[config.mk]
export PLATFORM = sky130hd
export DESIGN_NAME = quad_encoder_count_and_speed
export DESIGN_NICKNAME = d
export VERILOG_FILES = /design/src/hw/rtl/qecs_pkg.sv /design/src/hw/rtl/quad_encoder_count_and_speed.sv
export SDC_FILE = /design/constraint.sdc
export NUM_CORES = 1
export LEC_CHECK = 0
export BUFFER_PORTS_ARGS = -buffer_cell sky130_fd_sc_hd__clkbuf_2
export CORE_MARGIN = 3
export CORE_UTILIZATION = 41
export CTS_CLUSTER_DIAMETER = 120
export DETAILED_ROUTE_END_ITERATION = 10
export HOLD_SLACK_MARGIN = 0.03
export SETUP_SLACK_MARGIN = 0.02
export SLEW_MARGIN = 20
export SYNTH_ARGS = -nofsm -noshare
export SYNTH_HDL_FRONTEND = slang
export SYNTH_SLANG_ARGS = --single-unit
[constraint.sdc]
create_clock -name clk_i -period 5.9 [get_ports clk_i]
set_input_delay 0.59 -clock clk_i [delete_from_list [all_inputs] [get_ports clk_i]]
set_output_delay 0.59 -clock clk_i [all_outputs]
set_load 0.05 [all_outputs]
[src/hw/rtl/qecs_pkg.sv]
// Package for the quadrature encoder count and speed block.
// Holds the event codes, field widths and reset constants. No dependencies.
package qecs_pkg;

  localparam int unsigned ChannelsDef   = 4;
  localparam int unsigned CountW        = 32;
  localparam int unsigned SpeedW        = 16;
  localparam int unsigned PeriodW       = 16;
  localparam int unsigned ChanFieldW    = 2;
  localparam logic [PeriodW-1:0] SamplePeriodRst = 16'd100;

  typedef enum logic [1:0] {
    OP_EDGE    = 2'd0,
    OP_TICK    = 2'd1,
    OP_CLR_ONE = 2'd2,
    OP_CLR_ALL = 2'd3
  } op_e;

endpackage

[src/hw/rtl/quad_encoder_count_and_speed.sv]
// Quadrature encoder x1 counter with periodic speed sampling; uses qecs_pkg.
// Path: an input transaction passes the input register, then the result register.
// Throughput: 1 transaction per cycle unless the output stalls; per-channel
// count/speed regs update in stage 2; back-to-back events need no forwarding.
// Reset: async active low; counts, last-sample counts, speeds and the tick
// counter clear to zero, sample period returns to 100 ticks.
module quad_encoder_count_and_speed
  import qecs_pkg::*;
#(
  parameter int unsigned CHANNELS = ChannelsDef
) (
  input  logic                     clk_i,
  input  logic                     rst_ni,
  // configuration: sample period in ticks
  input  logic                     cfg_wr_en_i,
  input  logic [PeriodW-1:0]       cfg_wr_data_i,
  // event channel
  input  logic                     in_valid_i,
  output logic                     in_stall_o,
  input  logic [1:0]               operation_i,
  input  logic [ChanFieldW-1:0]    channel_i,
  input  logic                     b_level_i,
  // result channel
  output logic                     out_valid_o,
  input  logic                     out_stall_i,
  output logic signed [CountW-1:0] count_value_o,
  output logic signed [SpeedW-1:0] speed_value_o,
  output logic                     sample_taken_o
);

  // Index width into the per-channel registers.
  localparam int unsigned IdxW = (CHANNELS > 1) ? $clog2(CHANNELS) : 1;
  // Channel field zero-extended wide enough to compare against CHANNELS.
  localparam int unsigned ExtW = (IdxW > ChanFieldW) ? IdxW + 1 : ChanFieldW + 1;

  // ---------------------------------------------------------------------
  // Configuration register
  // ---------------------------------------------------------------------
  logic [PeriodW-1:0] period_q;

  always_ff @(posedge clk_i or negedge rst_ni) begin
    if (!rst_ni) begin
      period_q <= SamplePeriodRst;
    end else if (cfg_wr_en_i) begin
      period_q <= cfg_wr_data_i;
    end
  end

  // ---------------------------------------------------------------------
  // Flow control. Stage 1 holds the accepted event; stage 2 is the result
  // register. The result register loads whenever it is empty or being
  // drained, and the input register refills in the same cycle it empties.
  // ---------------------------------------------------------------------
  logic s1_valid_q;
  logic out_valid_q;
  logic out_load;
  logic in_take;

  assign out_load   = s1_valid_q && (!out_valid_q || !out_stall_i);
  assign in_stall_o = s1_valid_q && !out_load;
  assign in_take    = in_valid_i && !in_stall_o;

  always_ff @(posedge clk_i or negedge rst_ni) begin
    if (!rst_ni) begin
      s1_valid_q  <= 1'b0;
      out_valid_q <= 1'b0;
    end else begin
      if (in_take) begin
        s1_valid_q <= 1'b1;
      end else if (out_load) begin
        s1_valid_q <= 1'b0;
      end
      if (out_load) begin
        out_valid_q <= 1'b1;
      end else if (!out_stall_i) begin
        out_valid_q <= 1'b0;
      end
    end
  end

  assign out_valid_o = out_valid_q;

  // Input register payload (no reset needed).
  op_e                   s1_op_q;
  logic [ChanFieldW-1:0] s1_chan_q;
  logic                  s1_b_q;

  always_ff @(posedge clk_i) begin
    if (in_take) begin
      s1_op_q   <= op_e'(operation_i);
      s1_chan_q <= channel_i;
      s1_b_q    <= b_level_i;
    end
  end

  // ---------------------------------------------------------------------
  // Channel state
  // ---------------------------------------------------------------------
  logic [CountW-1:0]  count_q   [CHANNELS];
  logic [CountW-1:0]  count_d   [CHANNELS];
  logic [CountW-1:0]  last_q    [CHANNELS];
  logic [CountW-1:0]  last_d    [CHANNELS];
  logic [SpeedW-1:0]  speed_q   [CHANNELS];
  logic [SpeedW-1:0]  speed_d   [CHANNELS];
  logic [PeriodW-1:0] elapsed_q;
  logic [PeriodW-1:0] elapsed_d;
  logic [PeriodW-1:0] elapsed_inc;
  logic               sample_now;

  // Channel numbers past the configured count are ignored for edge/clear
  // and read back as zero.
  logic [ExtW-1:0] chan_ext;
  logic            present;
  logic [IdxW-1:0] idx;

  assign chan_ext = ExtW'(s1_chan_q);
  assign present  = chan_ext < ExtW'(CHANNELS);
  assign idx      = chan_ext[IdxW-1:0];

  // Tick counter wraps at 16 bits; a period of zero samples on every tick.
  assign elapsed_inc = elapsed_q + 1'b1;
  assign sample_now  = (s1_op_q == OP_TICK) && (elapsed_inc >= period_q);

  always_comb begin
    elapsed_d = elapsed_q;
    for (int i = 0; i < CHANNELS; i++) begin
      count_d[i] = count_q[i];
      last_d[i]  = last_q[i];
      speed_d[i] = speed_q[i];
    end
    case (s1_op_q)
      OP_EDGE: begin
        for (int i = 0; i < CHANNELS; i++) begin
          if (present && (idx == IdxW'(i))) begin
            count_d[i] = s1_b_q ? count_q[i] + 1'b1 : count_q[i] - 1'b1;
          end
        end
      end
      OP_TICK: begin
        elapsed_d = sample_now ? '0 : elapsed_inc;
        if (sample_now) begin
          for (int i = 0; i < CHANNELS; i++) begin
            speed_d[i] = SpeedW'(count_q[i] - last_q[i]);
            last_d[i]  = count_q[i];
          end
        end
      end
      OP_CLR_ONE: begin
        for (int i = 0; i < CHANNELS; i++) begin
          if (present && (idx == IdxW'(i))) begin
            count_d[i] = '0;
          end
        end
      end
      OP_CLR_ALL: begin
        // last-sample counts and speeds are kept: next speed shows the jump
        for (int i = 0; i < CHANNELS; i++) begin
          count_d[i] = '0;
        end
      end
      default: begin
        elapsed_d = elapsed_q;
      end
    endcase
  end

  always_ff @(posedge clk_i or negedge rst_ni) begin
    if (!rst_ni) begin
      elapsed_q <= '0;
      for (int i = 0; i < CHANNELS; i++) begin
        count_q[i] <= '0;
        last_q[i]  <= '0;
        speed_q[i] <= '0;
      end
    end else if (out_load) begin
      elapsed_q <= elapsed_d;
      for (int i = 0; i < CHANNELS; i++) begin
        count_q[i] <= count_d[i];
        last_q[i]  <= last_d[i];
        speed_q[i] <= speed_d[i];
      end
    end
  end

  // ---------------------------------------------------------------------
  // Result register: readback of the named channel after this event.
  // ---------------------------------------------------------------------
  logic [CountW-1:0] count_res_q;
  logic [SpeedW-1:0] speed_res_q;
  logic              sampled_res_q;

  always_ff @(posedge clk_i) begin
    if (out_load) begin
      count_res_q   <= present ? count_d[idx] : '0;
      speed_res_q   <= present ? speed_d[idx] : '0;
      sampled_res_q <= sample_now;
    end
  end

  assign count_value_o  = count_res_q;
  assign speed_value_o  = speed_res_q;
  assign sample_taken_o = sampled_res_q;

  // ---------------------------------------------------------------------
  // Assertions
  // ---------------------------------------------------------------------
  logic all_zero;

  always_comb begin
    all_zero = 1'b1;
    for (int i = 0; i < CHANNELS; i++) begin
      if (count_q[i] != '0) begin
        all_zero = 1'b0;
      end
    end
  end

  // A pending sample result means the tick counter was just restarted.
  a_sample_restarts_tick: assert property (@(posedge clk_i) disable iff (!rst_ni)
    out_valid_q && sampled_res_q |-> elapsed_q == '0)
    else $error("sample reported but tick counter not restarted");

  // Input is only held off when both stages are occupied.
  a_stall_only_full: assert property (@(posedge clk_i) disable iff (!rst_ni)
    in_stall_o |-> s1_valid_q && out_valid_q)
    else $error("input stalled with a free stage");

  // Clear-all leaves every count at zero.
  a_clear_all: assert property (@(posedge clk_i) disable iff (!rst_ni)
    out_load && (s1_op_q == OP_CLR_ALL) |=> all_zero)
    else $error("clear-all left a nonzero count");

  // Only a processed tick moves the tick counter.
  a_elapsed_only_tick: assert property (@(posedge clk_i) disable iff (!rst_ni)
    !(out_load && (s1_op_q == OP_TICK)) |=> $stable(elapsed_q))
    else $error("tick counter moved without a tick");

endmodule

==> results of run 1 <==
==> cell families after synthesis <==
family	share of synthesized area, %
compound gates	24.1
simple gates	16.1
flops	35.6
buf+inv	3.93
fa+ha+maj	10.7
xor+xnor	6.01
mux	3.50
==> per-stage QoR <==
| stage | instance area [sq um] | std cells | worst slack (ns) | hold slack, ns | utilization, % |
|---|---|---|---|---|---|
| floorplan | 24900 | 2893 | 1.14 | 0.294 | - |
| global placement | 26200 | 3657 | 1.24 | 0.456 | 43.9 |
| detailed placement | 26200 | 3657 | 1.06 | 0.462 | 43.9 |
| CTS | 27700 | 3737 | 1.04 | 0.0642 | 46.5 |
| global route | 27700 | 3737 | 0.719 | 0.0712 | 46.5 |
| finish | 27700 | 3737 | 1.03 | 0.0133 | 46.5 |
==> metal layers <==
| metal | wire length [um] | track usage, % |
|---|---|---|
| met5 | 0 | 0 |
| met4 | 1640 | 5.75 |
| met3 | 5950 | 3.66 |
| met2 | 36600 | 40.3 |
| met1 | 35700 | 34.8 |
==> power by group <==
group,switching [mW],internal [mW],leakage [nW]
registers,0.273,2.63,4.19
clock network,1.12,1.80,0.755
logic,1.62,0.963,8.13
total,3.02,5.39,13.1
==> layout make-up <==
cell class,count,area [sq um],share of cell area (%)
clock buffers,59,1250,4.51
flip-flops and latches,344,8880,32.0
multi-input cells,2291,15100,54.4
clock inverters,21,307,1.11
repair buffers,119,738,2.66
inverters,130,493,1.78
well taps,773,967,3.49
==> sequential cells by signal (all words and copies together), names as in the netlist <==
name and cells:
elapsed_q 16, s1_op_q 2, idx 2, count_q 128, count_value_o 32, speed_value_o 16, last_q 64, speed_q 64
period_q 16, out_valid_o 1, s1_valid_q 1, s1_b_q 1, sample_taken_o 1
==> synth_stat cells, types with 21 or more instances <==
cell and instances:
sky130_fd_sc_hd__a211oi_1 24, sky130_fd_sc_hd__a21o_1 80, sky130_fd_sc_hd__a21oi_1 195, sky130_fd_sc_hd__a22o_1 26, sky130_fd_sc_hd__a22oi_1 49, sky130_fd_sc_hd__a31oi_1 22
sky130_fd_sc_hd__and3_1 30, sky130_fd_sc_hd__clkbuf_1 110, sky130_fd_sc_hd__dfrtp_1 287, sky130_fd_sc_hd__edfxtp_1 54, sky130_fd_sc_hd__ha_1 201, sky130_fd_sc_hd__inv_1 126
sky130_fd_sc_hd__mux2_2 21, sky130_fd_sc_hd__mux2i_1 23, sky130_fd_sc_hd__nand2_1 513, sky130_fd_sc_hd__nand2b_1 33, sky130_fd_sc_hd__nand3_1 44, sky130_fd_sc_hd__nor2_1 136
sky130_fd_sc_hd__nor2b_1 27, sky130_fd_sc_hd__nor3_1 29, sky130_fd_sc_hd__o21a_1 33, sky130_fd_sc_hd__o21ai_0 323, sky130_fd_sc_hd__xnor2_1 101, sky130_fd_sc_hd__xor2_1 70
==> path summary, 6_finish.rpt <==
check,from,endpoint,cells past startpoint
max reg2reg,elapsed_q[0]$_DFFE_PN0P_,speed_value_o[4]$_DFFE_PP_,13
max in group asynchronous,rst_ni,count_q[103]$_DFFE_PN0P_,2
max,elapsed_q[0]$_DFFE_PN0P_,speed_value_o[4]$_DFFE_PP_,13
min reg2reg,speed_q[9]$_DFFE_PN0P_,speed_q[9]$_DFFE_PN0P_,2
min in group clk_i,operation_i[1],s1_op_q[1]$_DFFE_PP_,1
min,rst_ni,count_q[121]$_DFFE_PN0P_,1
==> reports/qor.csv, run 1 <==
metric;value;unit
distinct cell type count of the synthesized netlist;87;
number of top-level design ports;77;
Root Buffer Master;sky130_fd_sc_hd__clkbuf_16;
total number of placement rows;89;
layout filler cell count;5677;
slowest stage cell, crit path;sky130_fd_sc_hd__o211ai_1;
# setup viols final;0;
Residual DRC;0;
Area Growth Syn to Fin;11.3;%
diode count;0;
die area;63800;sq um
post-synthesis cell area;24900;sq um
clk sinks;344;
total iterations of the first detailed-routing run;7;
CP max stage delay;0.79;ns
type of element launching the critical path;register;
cell breakdown of the critical path;ha_1, and3_1, and3_1, and3_1, nand3_1, xnor2_1, ha_1, a2111o_1, o211ai_1, inv_2, nand2_1, a21oi_1, or4_1;
nets;3165;
largest voltage drop on the vdd net;0.166;mV
initial cell density of the core;41.8;%
# resized after CTS;0;
share of the synthesized area in the top cell type;28.8;%
vertical die dimension;253;um
warning count from the yosys run;0;
layout cell share with drive strength beyond 1;9.21;%
Arr. time, crit path;5.19;ns
CTS tree;done;
maximum frequency from static timing analysis;205;MHz
proportion of synthesized chip area in sequential cells;35.6;%
maximum clock skew at final layout;0.0218;ns
Die W;253;um
ys flop type;sky130_fd_sc_hd__dfrtp_1;
Avg Vias per Cell;5.93;
overflow left after global routing;0;
class of the tightest hold or removal check;in2async;
fin. max-slew vios;0;
worst slew slack as a fraction of its limit;34.3;%
Antenna Violating Nets Remaining;0;
critical path's top delay family;simple AND/OR/NAND/NOR gates;
CTS clk-pin slew, worst paths;0.06;ns
largest area contributor in the netlist;sky130_fd_sc_hd__dfrtp_1;
count of flip-flops with a built-in enable after synthesis;54;
Mapped Nets;3128;
count of state elements after synthesis;344;
leakage power total;13.1;nW
pin count of the biggest net entering global routing;135;
total negative slack;0;ns
flop-to-flop setup slack;1.03;ns
max-cap check violation count;0;
total number of H-tree levels;2;
clock buffers created by TritonCTS;44;
Synth Instances;2893;
slew at the pin closest to its max-slew limit;0.985;ns
Crit Path Class;reg2reg;
endpoint required time on the critical path;6.21;ns
antenna violations before repair;2;
vias after detailed routing;22177;
Port-buffer cells;76;
most frequent CP cell;sky130_fd_sc_hd__and3_1;
sum of routed wire length over all layers;79900;um
most frequent cells in the layout;511 x sky130_fd_sc_hd__nand2_1, 323 x sky130_fd_sc_hd__o21ai_0, 287 x sky130_fd_sc_hd__dfrtp_1, 201 x sky130_fd_sc_hd__ha_1, 195 x sky130_fd_sc_hd__a21oi_1;
via count of the first global-routing pass;21298;
weighted congestion at the end of routability-driven global placement;0.928;
total design power;8.41;mW
largest driver fanout on the critical path;26;
# Post-CTS Setup Buffers;0;
detailed placement HPWL;57500;um
PwrDens;303;nW/um^2
share of async-settable or async-resettable flops after synthesis;84.3;%
largest cells by area after synthesis;sky130_fd_sc_hd__dfrtp_1 29%, sky130_fd_sc_hd__ha_1 10%, sky130_fd_sc_hd__nand2_1 7.7%;
hold violation count in the final report;0;
CP endpoint kind;register;
Std-Cell Core Area;59600;sq um
average wire length per cell after detail routing;21.4;um
post-layout minimum cycle time;4.87;ns
iteration-0 DRC count of the detailed router;1964;
most frequent standard cell in the layout excluding fill and tap cells;sky130_fd_sc_hd__nand2_1;
number of buffers and inverters on the critical path;1;
maximum number of buffers from clock root to sink;3;
global-route total usage across every layer;24.7;%
syn avg cell area;8.61;sq um
outcome;finished clean;
unrepaired setup endpoints after global routing;false;
first-pass GRT wire length;123000;um
final period utilization;82.6;%
count of hold buffers inserted by post-cts repair;0;
clock latency of the later-clocked register in the worst-skew pair;0.59;ns
(Power assumes the default switching activity.)
==> inputs of run 2 (changes only) <==
ABC_AREA = 1   (was not set)
clock period = 4 ns   (was 5.9 ns; I/O delays follow)
==> reports/qor.csv, run 2 <==
metric;value;unit;change
outcome;finished clean;;
count of placed standard cells in the final layout, fillers left out;5545;;+48%
Antenna Violating Nets Remaining;0;;unchanged
CP max stage delay;0.52;ns;-0.27 ns
Root Buffer Master;sky130_fd_sc_hd__clkbuf_16;;
maximum frequency from static timing analysis;275;MHz;+34%
Arr. time, crit path;4.09;ns;-1.10 ns
post-layout minimum cycle time;3.64;ns;-1.24 ns
clock latency of the later-clocked register in the worst-skew pair;0.60;ns;about the same
first-pass GRT wire length;145000;um;+17%
class of the tightest hold or removal check;in2reg;;
cell breakdown of the critical path;ha_1, nand2_1, nor2_1, nand2_1, nor2_1, inv_1, nor4_1, xor2_1, inv_1, ha_1, nand2_1, nor3_2, nand3_1, nand3_2, nand2_4, nor2_4, buf_6, o21ai_0;;
largest area contributor in the netlist;sky130_fd_sc_hd__dfrtp_1;;
largest voltage drop on the vdd net;0.283;mV;+70%
maximum clock skew at final layout;0.0202;ns;-0.00160 ns
sum of routed wire length over all layers;92800;um;+16%
register with the most flip-flops;count_q;;
number of cells in the design after placement;5441;;+49%
Die W;271;um;+7.2%
vertical die dimension;271;um;+7.2%
most frequent standard cell in the layout excluding fill and tap cells;sky130_fd_sc_hd__nand2_1;;
clock buffers created by TritonCTS;44;;unchanged
endpoint required time on the critical path;4.45;ns;-1.76 ns
antenna violations before repair;2;;unchanged
critical path's top delay family;simple AND/OR/NAND/NOR gates;;
unrepaired setup endpoints after global routing;false;;
overflow left after global routing;0;;unchanged
final core area utilization;46.6;%;+0.057 points
total iterations of the first detailed-routing run;6;;-1
largest driver fanout on the critical path;74;;+180%
final period utilization;91.0;%;+8.3 points
nets;4813;;+52%
total number of H-tree levels;2;;unchanged
flip-flop count of the largest register, all copies and words added;128;;unchanged
detailed placement HPWL;71800;um;+25%
CTS tree;done;;
share of async-settable or async-resettable flops after synthesis;84.3;%;unchanged
synth cell count leaders;1,641 x sky130_fd_sc_hd__nand2_1, 736 x sky130_fd_sc_hd__inv_1, 304 x sky130_fd_sc_hd__nor2_1;;
type of element launching the critical path;register;;
average wire length per cell after detail routing;16.7;um;-22%
Area Growth Syn to Fin;12.0;%;
count of state elements after synthesis;344;;unchanged
slowest stage cell, crit path;sky130_fd_sc_hd__buf_6;;
global-route total usage across every layer;24.8;%;+0.069 points
largest cells by area after synthesis;sky130_fd_sc_hd__dfrtp_1 25%, sky130_fd_sc_hd__nand2_1 21%, sky130_fd_sc_hd__inv_1 9.6%;;
pin count of the biggest net entering global routing;149;;+10%
vias after detailed routing;28074;;+27%
PwrDens;521;nW/um^2;+72%
most frequent CP cell;sky130_fd_sc_hd__nand2_1;;
post-synthesis cell area;28700;sq um;+15%
most used standard cell by instance count after synthesis;sky130_fd_sc_hd__nand2_1;;
Crit Path Class;reg2reg;;
layout cell share with drive strength beyond 1;5.98;%;-3.2 points
CP endpoint kind;register;;
warning count from the yosys run;0;;unchanged
iteration-0 DRC count of the detailed router;2274;;+16%
CTS clk-pin slew, worst paths;0.06;ns;about the same
distinct cell type count of the synthesized netlist;46;;-47%
diode count;0;;unchanged
largest registers in the final layout;count_q x128, last_q x64, speed_q x64;;
ys flop type;sky130_fd_sc_hd__dfrtp_1;;
weighted congestion at the end of routability-driven global placement;0.928;;about the same
clk sinks;344;;unchanged
Residual DRC;0;;unchanged
slew at the pin closest to its max-slew limit;0.914;ns;-0.0708 ns
total number of placement rows;96;;+7.9%
number of top-level design ports;77;;unchanged
worst slew slack as a fraction of its limit;39.0;%;+4.7 points
# setup viols final;0;;unchanged
Mapped Nets;4747;;+52%
die area;73300;sq um;+15%
count of flip-flops with a built-in enable after synthesis;54;;unchanged
Synth Instances;4512;;+56%
fin. max-slew vios;0;;unchanged
most frequent cells in the layout;1,623 x sky130_fd_sc_hd__nand2_1, 735 x sky130_fd_sc_hd__inv_1, 293 x sky130_fd_sc_hd__nor2_1, 287 x sky130_fd_sc_hd__dfrtp_1, 261 x sky130_fd_sc_hd__nand3_1;;
initial cell density of the core;41.6;%;-0.20 points
Avg Vias per Cell;5.06;;-15%
syn avg cell area;6.37;sq um;-26%
share of the synthesized area in the top cell type;25.0;%;-3.8 points
number of buffers and inverters on the critical path;3;;+2
leakage power total;17.3;nW;+32%
proportion of synthesized chip area in sequential cells;30.9;%;-4.8 points
max-cap check violation count;0;;unchanged
Port-buffer cells;76;;unchanged
# Post-CTS Setup Buffers;0;;unchanged
hold violation count in the final report;0;;unchanged
maximum number of buffers from clock root to sink;3;;unchanged
via count of the first global-routing pass;25942;;+22%
Std-Cell Core Area;69100;sq um;+16%
-- run 2: layer usage --
| layer | wire length [um] | up-vias | GRT usage, % | part of all wire (%) |
|---|---|---|---|---|
| met5 | 0 | - | 0 | 0 |
| met4 | 3300 | 0 | 8.45 | 3.6 |
| met3 | 4350 | 142 | 3.05 | 4.7 |
| met2 | 41200 | 650 | 39.9 | 44 |
| met1 | 44000 | 12775 | 34.5 | 47 |
| li1 | - | 14507 | - | - |
-- run 2: cells by family (layout without fill, tap and decap cells) --
| group | count (synthesis) | after routing | synth area share, % |
|---|---|---|---|
| compound gates | 656 | 656 | 12.5 |
| xor+xnor | 77 | 77 | 2.35 |
| fa+ha+maj | 209 | 209 | 9.30 |
| buf+inv | 861 | 963 | 11.5 |
| flops | 344 | 344 | 30.9 |
| mux | 1 | 1 | 0.0392 |
| simple gates | 2364 | 2364 | 33.4 |
-- run 2: final timing paths --
path	startpoint	to	slack, ns	depth (start not counted)
min in group asynchronous	rst_ni	period_q[11]$_DFFE_PN0P_	0.40	2
hold reg to reg	speed_q[33]$_DFFE_PN0P_	speed_q[33]$_DFFE_PN0P_	0.48	2
setup reg to reg	elapsed_q[0]$_DFFE_PN0P_	speed_q[62]$_DFFE_PN0P_	0.36	18
hold / removal	operation_i[1]	s1_op_q[1]$_DFFE_PP_	0.11	1
setup / recovery	elapsed_q[0]$_DFFE_PN0P_	speed_q[62]$_DFFE_PN0P_	0.36	18
max in group asynchronous	rst_ni	count_q[115]$_DFFE_PN0P_	2.66	3
-- run 2: through the flow --
stage | setup slack [ns] | area, sq um | total power, mW | hold slack, ns | TNS (ns)
floorplan | -0.116 | 28900 | 10.0 | 0.104 | -1.06
global placement | 0.532 | 30400 | 12.4 | 0.449 | 0
detailed placement | 0.455 | 30400 | 12.4 | 0.441 | 0
CTS | 0.401 | 32200 | 16.9 | 0.0639 | 0
global route | 0.0219 | 32200 | 18.1 | 0.0732 | 0
finish | 0.361 | 32200 | 16.8 | 0.114 | 0
-- run 2: what timing repair did --
| action | 4_1_cts | 5_1_grt |
|---|---|---|
| hold buffers | 21 | 0 |
| endpoints found under the setup margin | 0 | 10 |
| endpoints found under the hold margin | 93 | 0 |
| gates resized for setup | 0 | 3 |
-- run 2: power by group --
part | internal [mW] | switching, mW | total (mW) | leakage, nW
logic | 2.52 | 5.43 | 7.95 | 12.4
clock network | 2.64 | 1.72 | 4.36 | 0.761
registers | 4.03 | 0.430 | 4.46 | 4.10
total | 9.19 | 7.58 | 16.8 | 17.3
-- run 2: cell type report --
class                      count  area (sq um)
timing repair buffer         134          1000
sequential                   344          8880
tap                          931          1160
clock buffer                  57          1230
fill                        7225         36900
multi-input combinational   3307         16700
clock inverter                25           352
inverter                     747          2810
==> inputs of run 3 (changes only) <==
CORE_MARGIN = 2   (was 3)
CORE_UTILIZATION = 35   (was 41)
==> reports/qor.csv, run 3 (same netlist as run 2, synthesis figures left out) <==
metric;value;unit;change
nets;4816;;+0.062%
internal power;8.96;mW;-2.5%
power share of the combinational group;47.7;%;+0.3 points
pin count of the biggest net entering global routing;186;;+25%
post-layout minimum cycle time;3.64;ns;+0.00374 ns
final core area utilization;39.5;%;-7.1 points
clock buffers created by TritonCTS;43;;-2.3%
Std-Cell Core Area;81700;sq um;+18%
net switching power figure;7.47;mW;-1.4%
highest signal layer in the routed design;met4;;
vertical die dimension;291;um;+7.3%
hold violation count in the final report;0;;unchanged
Min-Delay Path Depth;3;;+2
most frequent standard cell in the layout excluding fill and tap cells;sky130_fd_sc_hd__nand2_1;;
iteration-0 DRC count of the detailed router;2074;;-8.8%
largest driver fanout on the critical path;54;;-27%
maximum number of buffers from clock root to sink;3;;unchanged
die area;84400;sq um;+15%
class of the tightest hold or removal check;in2reg;;
layout filler cell count;8766;;+21%
worst slack at placement;0.353;ns;-0.102 ns
Crit Path Class;reg2reg;;
overflow left after global routing;0;;unchanged
Critical R2R Capture;speed_q[18]$_DFFE_PN0P_;;
post-route worst setup slack;0.358;ns;-0.00374 ns
type of element launching the critical path;register;;
slew at the pin closest to its max-slew limit;0.937;ns;+0.0222 ns
CTS clk-pin slew, worst paths;0.06;ns;about the same
power share of the clock group;25.2;%;-0.8 points
leakage power total;17.3;nW;-0.13%
fin. max-slew vios;0;;unchanged
Layout Cell Area excl Fill;32300;sq um;+0.37%
vias after detailed routing;28208;;+0.48%
detailed-routed wire length on met2;39500;um;-4.2%
total number of placement rows;105;;+9.4%
total design power;16.4;mW;-2.0%
global-route total usage across every layer;21.3;%;-3.4 points
sum of routed wire length over all layers;92000;um;-0.92%
via count of the first global-routing pass;26291;;+1.3%
clock latency of the later-clocked register in the worst-skew pair;0.59;ns;about the same
clk sinks;344;;unchanged
power share of the sequential group;27.2;%;+0.6 points
largest voltage drop on the vdd net;0.364;mV;+29%
Residual DRC;0;;unchanged
most frequent cells in the layout;1,623 x sky130_fd_sc_hd__nand2_1, 735 x sky130_fd_sc_hd__inv_1, 292 x sky130_fd_sc_hd__nor2_1, 287 x sky130_fd_sc_hd__dfrtp_1, 261 x sky130_fd_sc_hd__nand3_1;;
Port-buffer cells;76;;unchanged
first-pass GRT wire length;145000;um;about the same
flip-flop count of the largest register, all copies and words added;128;;unchanged
number of top-level design ports;77;;unchanged
Area Growth Syn to Fin;12.4;%;
total iterations of the first detailed-routing run;6;;unchanged
endpoint required time on the critical path;4.51;ns;+0.06 ns
proportion of total power due to net switching;45.5;%;+0.27 points
detailed placement HPWL;70300;um;-2.1%
average wire length per cell after detail routing;16.2;um;-3.4%
layout cell share with drive strength beyond 1;5.92;%;-0.066 points
worst slew slack as a fraction of its limit;37.6;%;-1.5 points
PwrDens;509;nW/um^2;-2.3%
flop-to-flop setup slack;0.36;ns;about the same
cell area after placement;30600;sq um;+0.57%
CP endpoint kind;register;;
met3 wire length;4290;um;-1.2%
routed length on met1;45200;um;+2.7%
antenna violations before repair;1;;-1
maximum frequency from static timing analysis;275;MHz;-0.10%
maximum clock skew at final layout;0.0218;ns;+0.00159 ns
Die W;291;um;+7.3%
Antenna Violating Nets Remaining;0;;unchanged
final period utilization;91.1;%;+0.094 points
initial cell density of the core;35.2;%;-6.4 points
outcome;finished clean;;
number of cells on the worst reg-to-reg path;20;;+2
weighted congestion at the end of routability-driven global placement;0.924;;-0.43%
min-delay src;out_stall_i;;
Avg Vias per Cell;4.96;;-2.0%
register with the most flip-flops;count_q;;
startpoint of the worst-slack reg-to-reg timing path;elapsed_q[0]$_DFFE_PN0P_;;
total number of H-tree levels;2;;unchanged
largest registers in the final layout;count_q x128, last_q x64, speed_q x64;;
# setup viols final;0;;unchanged
max-cap check violation count;0;;unchanged
CTS tree;done;;
Arr. time, crit path;4.15;ns;+0.06 ns
diode count;0;;unchanged
Root Buffer Master;sky130_fd_sc_hd__clkbuf_16;;
endpoint with the worst hold slack;out_valid_o$_DFFE_PN0P_;;
-- run 3: cell count changes in the layout (fill, tap and decap cells not counted), sizes merged, moves of 2 or more --
cell and change:
bufinv -2, clkinvlp -4, dlygate4sd3 +2, inv +2
-- run 3: repair_timing --
action	in CTS	in global routing
hold buffers	23	0
endpoints found under the setup margin	0	128
resized for setup	0	6
hold endpoints to repair	69	0
buffers inserted	0	1
-- run 3: power groups by stage --
| stage | registers, mW | logic, mW | clock network (mW) |
|---|---|---|---|
| CTS | 4.46 | 7.82 | 4.21 |
| detailed placement | 4.52 | 7.77 | 0 |
| global route | 4.52 | 8.90 | 4.34 |
| floorplan | 4.59 | 5.45 | 0 |
| finish | 4.47 | 7.84 | 4.13 |
| global placement | 4.51 | 7.73 | 0 |
-- run 3: metal layers --
metal  up-vias  track usage (%)
met3       132             2.06
met4         0             6.77
met1     12915             30.7
met2       669             33.6
li1      14492                -
met5         -                0
-- run 3: worst max path at each step --
stage	startpoint	end	slack, ns	cells past startpoint
CTS	elapsed_q[0]$_DFFE_PN0P_	last_q[101]$_DFFE_PN0P_	0.35	19
finish	elapsed_q[0]$_DFFE_PN0P_	speed_q[18]$_DFFE_PN0P_	0.36	20
detailed placement	elapsed_q[0]$_DFFE_PN0P_	last_q[101]$_DFFE_PN0P_	0.35	19
floorplan	s1_b_q$_DFFE_PP_	count_value_o[30]$_DFFE_PP_	-0.12	17
global route	elapsed_q[0]$_DFFE_PN0P_	speed_q[10]$_DFFE_PN0P_	-0.02	21
global placement	elapsed_q[0]$_DFFE_PN0P_	last_q[101]$_DFFE_PN0P_	0.51	19
-- run 3: cell type report --
cell class              instances  area [sq um]  share of cell area [%]
clock inverters                22           277                   0.856
clock buffers                  57          1180                    3.65
well taps                    1070          1340                    4.14
multi-input cells            3307         16800                    51.9
repair buffers                138          1060                    3.28
flip-flops and latches        344          8880                    27.5
inverters                     747          2810                    8.69
-- run 3: worst max-delay path, stage by stage (launching register included) --
cell and delay [ns]:
sky130_fd_sc_hd__dfrtp_1 0.36, sky130_fd_sc_hd__ha_1 0.19, sky130_fd_sc_hd__nand2_1 0.08, sky130_fd_sc_hd__nor2_2 0.13
sky130_fd_sc_hd__nand2_1 0.14, sky130_fd_sc_hd__nor2_1 0.11, sky130_fd_sc_hd__inv_1 0.07, sky130_fd_sc_hd__nor4_2 0.18
sky130_fd_sc_hd__xor2_1 0.22, sky130_fd_sc_hd__inv_1 0.06, sky130_fd_sc_hd__ha_1 0.27, sky130_fd_sc_hd__nand2_1 0.08
sky130_fd_sc_hd__nor3_2 0.23, sky130_fd_sc_hd__nand3_1 0.14, sky130_fd_sc_hd__nand3_2 0.14, sky130_fd_sc_hd__nand2_4 0.07
sky130_fd_sc_hd__buf_12 0.21, sky130_fd_sc_hd__nor2_4 0.21, sky130_fd_sc_hd__clkinv_2 0.15, sky130_fd_sc_hd__clkbuf_16 0.26
sky130_fd_sc_hd__o21ai_0 0.20
-- run 3: metrics by stage --
stage / TNS [ns] / hold slack (ns) / std cells
floorplan: -1.06 / 0.104 / 4512
global placement: 0 / 0.357 / 5580
detailed placement: 0 / 0.357 / 5580
CTS: 0 / 0.0388 / 5682
global route: -0.0701 / 0.0964 / 5685
finish: 0 / 0.0584 / 5685
